===== config.mk =====
export PLATFORM = sky130hd
export DESIGN_NAME = atr_cordic_stage
export DESIGN_NICKNAME = d
export VERILOG_FILES = /design/src/rtl/core/atr_pkg.sv /design/src/rtl/core/atr_cordic_stage.sv
export SDC_FILE = /design/constraint.sdc
export NUM_CORES = 1
export LEC_CHECK = 0
export BUFFER_PORTS_ARGS = -buffer_cell sky130_fd_sc_hd__buf_4
export CORE_MARGIN = 2
export CORE_UTILIZATION = 60
export CTS_CLUSTER_SIZE = 10
export DETAILED_ROUTE_END_ITERATION = 8
export PLACE_DENSITY = 0.94
export SLEW_MARGIN = 20
export SYNTH_ARGS = -nofsm -noshare
export SYNTH_HDL_FRONTEND = slang
export SYNTH_SLANG_ARGS = --single-unit

===== constraint.sdc =====
create_clock -name clk_i -period 4.9 [get_ports clk_i]
set_input_delay 0.49 -clock clk_i [delete_from_list [all_inputs] [get_ports clk_i]]
set_output_delay 0.49 -clock clk_i [all_outputs]
set_load 0.02 [all_outputs]

===== src/rtl/core/atr_pkg.sv =====
// shared types, widths and constants for the accelerometer tilt block
// holds the atan(2^-i) angle table used by the cordic stages
// no dependencies
`timescale 1ns / 1ps
`default_nettype none
package atr_pkg;

  // default and upper bound of the cordic iteration count
  localparam int CordicStagesDef = 16;
  localparam int AngTableLen     = 24;

  // datapath widths: vector words and q16 degree accumulator
  localparam int WorkW = 42;
  localparam int AngW  = 27;

  // gain of the infinite cordic in q30, work scale shift
  localparam logic [30:0] GainQ30   = 31'd1768195363;
  localparam int          WorkShift = 20;

  // half turn in q16 degrees, output limits in degrees*128
  localparam logic signed [AngW-1:0] HalfTurnQ16 = 27'sd11796480;
  localparam logic signed [18:0]     RollLimit   = 19'sd23040;
  localparam logic signed [18:0]     PitchLimit  = 19'sd11520;

  // register index of the full scale setting
  localparam logic RegFullScale = 1'b0;

  // atan(2^-i) in degrees, q16
  function automatic logic signed [AngW-1:0] atan_q16(input int i);
    logic signed [AngW-1:0] v;
    case (i)
      0:       v = 27'sd2949120;
      1:       v = 27'sd1740967;
      2:       v = 27'sd919879;
      3:       v = 27'sd466945;
      4:       v = 27'sd234379;
      5:       v = 27'sd117305;
      6:       v = 27'sd58666;
      7:       v = 27'sd29335;
      8:       v = 27'sd14668;
      9:       v = 27'sd7334;
      10:      v = 27'sd3667;
      11:      v = 27'sd1833;
      12:      v = 27'sd917;
      13:      v = 27'sd458;
      14:      v = 27'sd229;
      15:      v = 27'sd115;
      16:      v = 27'sd57;
      17:      v = 27'sd29;
      18:      v = 27'sd14;
      19:      v = 27'sd7;
      20:      v = 27'sd4;
      21:      v = 27'sd2;
      22:      v = 27'sd1;
      default: v = 27'sd0;
    endcase
    return v;
  endfunction

  // sideband carried alongside the roll iterations
  typedef struct packed {
    logic signed [15:0] x_raw;
    logic signed [15:0] x_g;
    logic signed [15:0] y_g;
    logic signed [15:0] z_g;
    logic               nz;
  } roll_sb_t;

  // sideband carried alongside the pitch iterations
  typedef struct packed {
    logic signed [15:0]     x_g;
    logic signed [15:0]     y_g;
    logic signed [15:0]     z_g;
    logic signed [AngW-1:0] roll;
    logic                   nz;
  } pitch_sb_t;

endpackage
`default_nettype wire


===== src/rtl/core/atr_cordic_stage.sv =====
// one registered vectoring cordic iteration with a fixed shift
// depends on atr_pkg for widths and the angle table
`timescale 1ns / 1ps
`default_nettype none
module atr_cordic_stage #(
  parameter int SHIFT = 0
) (
  input  wire                                  clk_i,
  input  wire                                  en_i,
  input  wire logic signed [atr_pkg::WorkW-1:0] x_i,
  input  wire logic signed [atr_pkg::WorkW-1:0] y_i,
  input  wire logic signed [atr_pkg::AngW-1:0]  acc_i,
  output logic signed [atr_pkg::WorkW-1:0]      x_o,
  output logic signed [atr_pkg::AngW-1:0]       acc_o,
  output logic signed [atr_pkg::WorkW-1:0]      y_o
);
  import atr_pkg::*;

  localparam logic signed [AngW-1:0] Ang = atan_q16(SHIFT);

  logic signed [WorkW-1:0] dx, dy, x_d, y_d;
  logic signed [AngW-1:0]  acc_d;

  // rotate toward the x axis
  always_comb begin
    dx = y_i >>> SHIFT;
    dy = x_i >>> SHIFT;
    if (!y_i[WorkW-1]) begin
      x_d   = x_i + dx;
      y_d   = y_i - dy;
      acc_d = acc_i + Ang;
    end else begin
      x_d   = x_i - dx;
      y_d   = y_i + dy;
      acc_d = acc_i - Ang;
    end
  end

  always_ff @(posedge clk_i) begin
    if (en_i) begin
      x_o   <= x_d;
      y_o   <= y_d;
      acc_o <= acc_d;
    end
  end

endmodule
`default_nettype wire


==> impl_metrics.json <==
{
  "antenna_cells": 0,
  "yosys.cell_types.count": 74,
  "power-per-cell-area_nw_per_um2": 275.8,
  "rows": 50,
  "syn_inst": 1368,
  "finalSetupTns_ns": 0,
  "power_frac_seq": 0.348,
  "ys_ff_latch": 110,
  "final_antenna_net_count": 0,
  "hold_path_class": "in -> reg",
  "dieHeight_um": 141.6,
  "cp_top_family": "compound AO/OA/AOI/OAI gates",
  "num_io_pins": 224,
  "h-tree-depth": 3,
  "finalPower_uw": 3698,
  "fp.coreArea_um2": 18640,
  "grtUsageTotal": 0.3668,
  "pwr-share-clk": 0.204,
  "cp.arrival_ns": 3.74,
  "synth_edf_count": 110,
  "fin_hold_ws_ns": 0.2926,
  "dr.pass1.iters": 6,
  "post_dp_cell_area_um2": 13130,
  "vias": 11460,
  "fmax_mhz": 276.1,
  "crit_cells": 13,
  "drive_above_1_share": 0.1761,
  "syn_to_final_growth_pct": 18.07,
  "ys.flop_type": "edfxtp_1",
  "rsz0062_at_grt": "no",
  "synth_area_um2": 11360,
  "combPwrFrac": 0.448,
  "ys_seq_area_frac": 0.2908,
  "ys_warn_count": 0,
  "nets": 1795,
  "cp_slowest_cell": "a2111oi_0",
  "layout_common_cells": "buf_4, a21oi_1, inv_1",
  "numCtsBuffers": 9,
  "worstSetupEndpoint": "y_o[38]$_DFFE_PP_",
  "grt_pass1_vias": 10880,
  "cts_sinks": 110,
  "fin_crit_sh": 0.7392,
  "place.port_buffers": 223,
  "path_class": "in -> reg",
  "worst_slew_pin_slew_ns": 0.9253,
  "crit_path_end_kind": "flop",
  "startpoint_type": "primary input",
  "crit_chain": "buf_4 -> inv_1 -> ha_1 -> nor2b_1 -> o21ai_0 -> a2111oi_0 -> buf_4 -> o41ai_1 -> a21oi_1 -> a21o_1 -> a2111oi_0 -> a311oi_1 -> xor2_1",
  "via_per_inst": 6.425,
  "switching_share": 0.3998,
  "drt-total-wl_um": 37890,
  "wl_per_cell_um": 21.24,
  "async_flop_share": 0,
  "fillCellCount": 1492,
  "clk_pin_slew_ns": 0.09,
  "setup_viol": 0,
  "crit_buf_inv": 3,
  "ir_drop_mv": 0.1742,
  "leakage_uw": 0.005960,
  "slew_viol_final": 0,
  "grt_first_pass_wirelength_um": 58030,
  "die_w_um": 141.6,
  "max-cap-violations": 0,
  "period_needed_ns": 3.622,
  "cts_tree": "built",
  "cp_max_fo": 9,
  "crit_path_start": "x_i[2]",
  "initial_core_util": 0.6092,
  "hold_viol": 0,
  "gp_congestion": 1.027,
  "dpl.hpwl_um": 29720,
  "stdcell_area_um2": 13410,
  "crit_required_ns": 5.01,
  "post_cts_resized": 0,
  "slowest_delay_ns": 0.45,
  "intPower_uw": 2219,
  "post-cts-setup-buffers": 0,
  "avgSynthCellArea_um2": 8.302,
  "cts_hold_repair.buffers": 0,
  "final_common_cell": "buf_4",
  "slew_headroom": 0.3831,
  "grt-ovfl-total": 0,
  "cts_root_buf": "clkbuf_16",
  "drc_errors": 0,
  "grt_max_degree": 70,
  "switchingPower_uw": 1478,
  "status": "finished clean",
  "synth_nets": 1617,
  "die-area_um2": 20040,
  "drt-initial-drc-count": 1407,
  "antenna_found_initial": 0,
  "clk_path_buf_depth": 2
}
## sequential cells by signal, summed over array words and instances (netlist names)
name and flops:
x_o 42, y_o 41, acc_o 27
## Yosys cell counts (all sizes together) (4+ instances only)
library cell	count	share of area
nor2	119	0.039
a221oi	5	0.0059
a31o	4	0.0031
edfxtp	110	0.29
o21ai	106	0.047
and2	6	0.0033
o31a	4	0.0032
buf	19	0.0074
o21bai	31	0.020
a221o	4	0.0035
o31ai	11	0.0073
o21a	17	0.011
o211ai	7	0.0046
nor2b	15	0.0083
clkbuf	44	0.015
a2111oi	6	0.0046
nand2b	6	0.0033
or2	8	0.0044
a211o	4	0.0031
nand4	29	0.016
nand3	13	0.0057
nor4	12	0.0066
xor2	14	0.011
a21o	40	0.026
a31oi	10	0.0055
o311ai	6	0.0053
fa	4	0.0071
a21oi	187	0.083
a21boi	7	0.0046
xnor2	71	0.055
a211oi	11	0.0073
and3	5	0.0028
ha	132	0.15
o22ai	4	0.0022
mux2i	18	0.016
nand2	71	0.023
or3	4	0.0022
o221ai	4	0.0031
nor3	28	0.012
inv	135	0.045
## cell type report
class	instances	area, um^2	area share
Multi-Input combinational cell	1058	7291	0.5437
Inverter	137	514.2	0.03835
Clock inverter	6	56.30	0.004199
Clock buffer	9	225.2	0.01680
Sequential cell	110	3303	0.2463
Timing Repair Buffer	230	1727	0.1288
Tap cell	234	292.8	0.02183
## how the worst min path moves through the flow
stage / slack (ns) / cells after the start / start / endpoint
3_5_place_dp: 0.67 / 1 / acc_i[1] / acc_o[1]$_DFFE_PP_
6_report: 0.29 / 1 / acc_i[1] / acc_o[1]$_DFFE_PP_
4_1_cts: 0.29 / 1 / acc_i[1] / acc_o[1]$_DFFE_PP_
2_1_floorplan: 0.59 / 0 / acc_i[0] / acc_o[0]$_DFFE_PP_
5_1_grt: 0.29 / 1 / acc_i[13] / acc_o[13]$_DFFE_PP_
3_3_place_gp: 0.67 / 1 / acc_i[14] / acc_o[14]$_DFFE_PP_
## power groups by stage
stage | clock network, uW | registers, uW | logic, uW
after global routing | 779 | 1300 | 1760
after CTS | 751 | 1290 | 1620
after detailed placement | 0 | 1310 | 1610
final | 753 | 1290 | 1660
after global placement | 0 | 1300 | 1590
after floorplan | 0 | 1480 | 815
## routing by layer
layer	share of wire	track usage
met3	0.10	0.06547
met2	0.45	0.5930
met5	0	0
met1	0.40	0.4808
met4	0.045	0.1695
## kinds of logic (layout without fill, tap and decap cells)
family                     after synthesis  in the layout  synth area share
buffers and inverters                  200            382           0.06720
adders and majority gates              136            136            0.1525
AOI/OAI and AO/OA                      489            489            0.2696
muxes                                   20             20           0.01785
xor gates and xnor gates                85             85           0.06555
and+or+nand+nor                        328            328            0.1365
DFF                                    110            110            0.2908
## metrics by stage
| step | worst slack [ns] | std cells | util |
|---|---|---|---|
| after floorplan | 1.518 | 1368 | - |
| after global placement | 1.060 | 1769 | 0.7042 |
| after detailed placement | 1.032 | 1769 | 0.7042 |
| after CTS | 1.391 | 1784 | 0.7193 |
| after global routing | 1.028 | 1784 | 0.7193 |
| final | 1.278 | 1784 | 0.7193 |
Note: power is estimated with default switching activity, not from simulation.
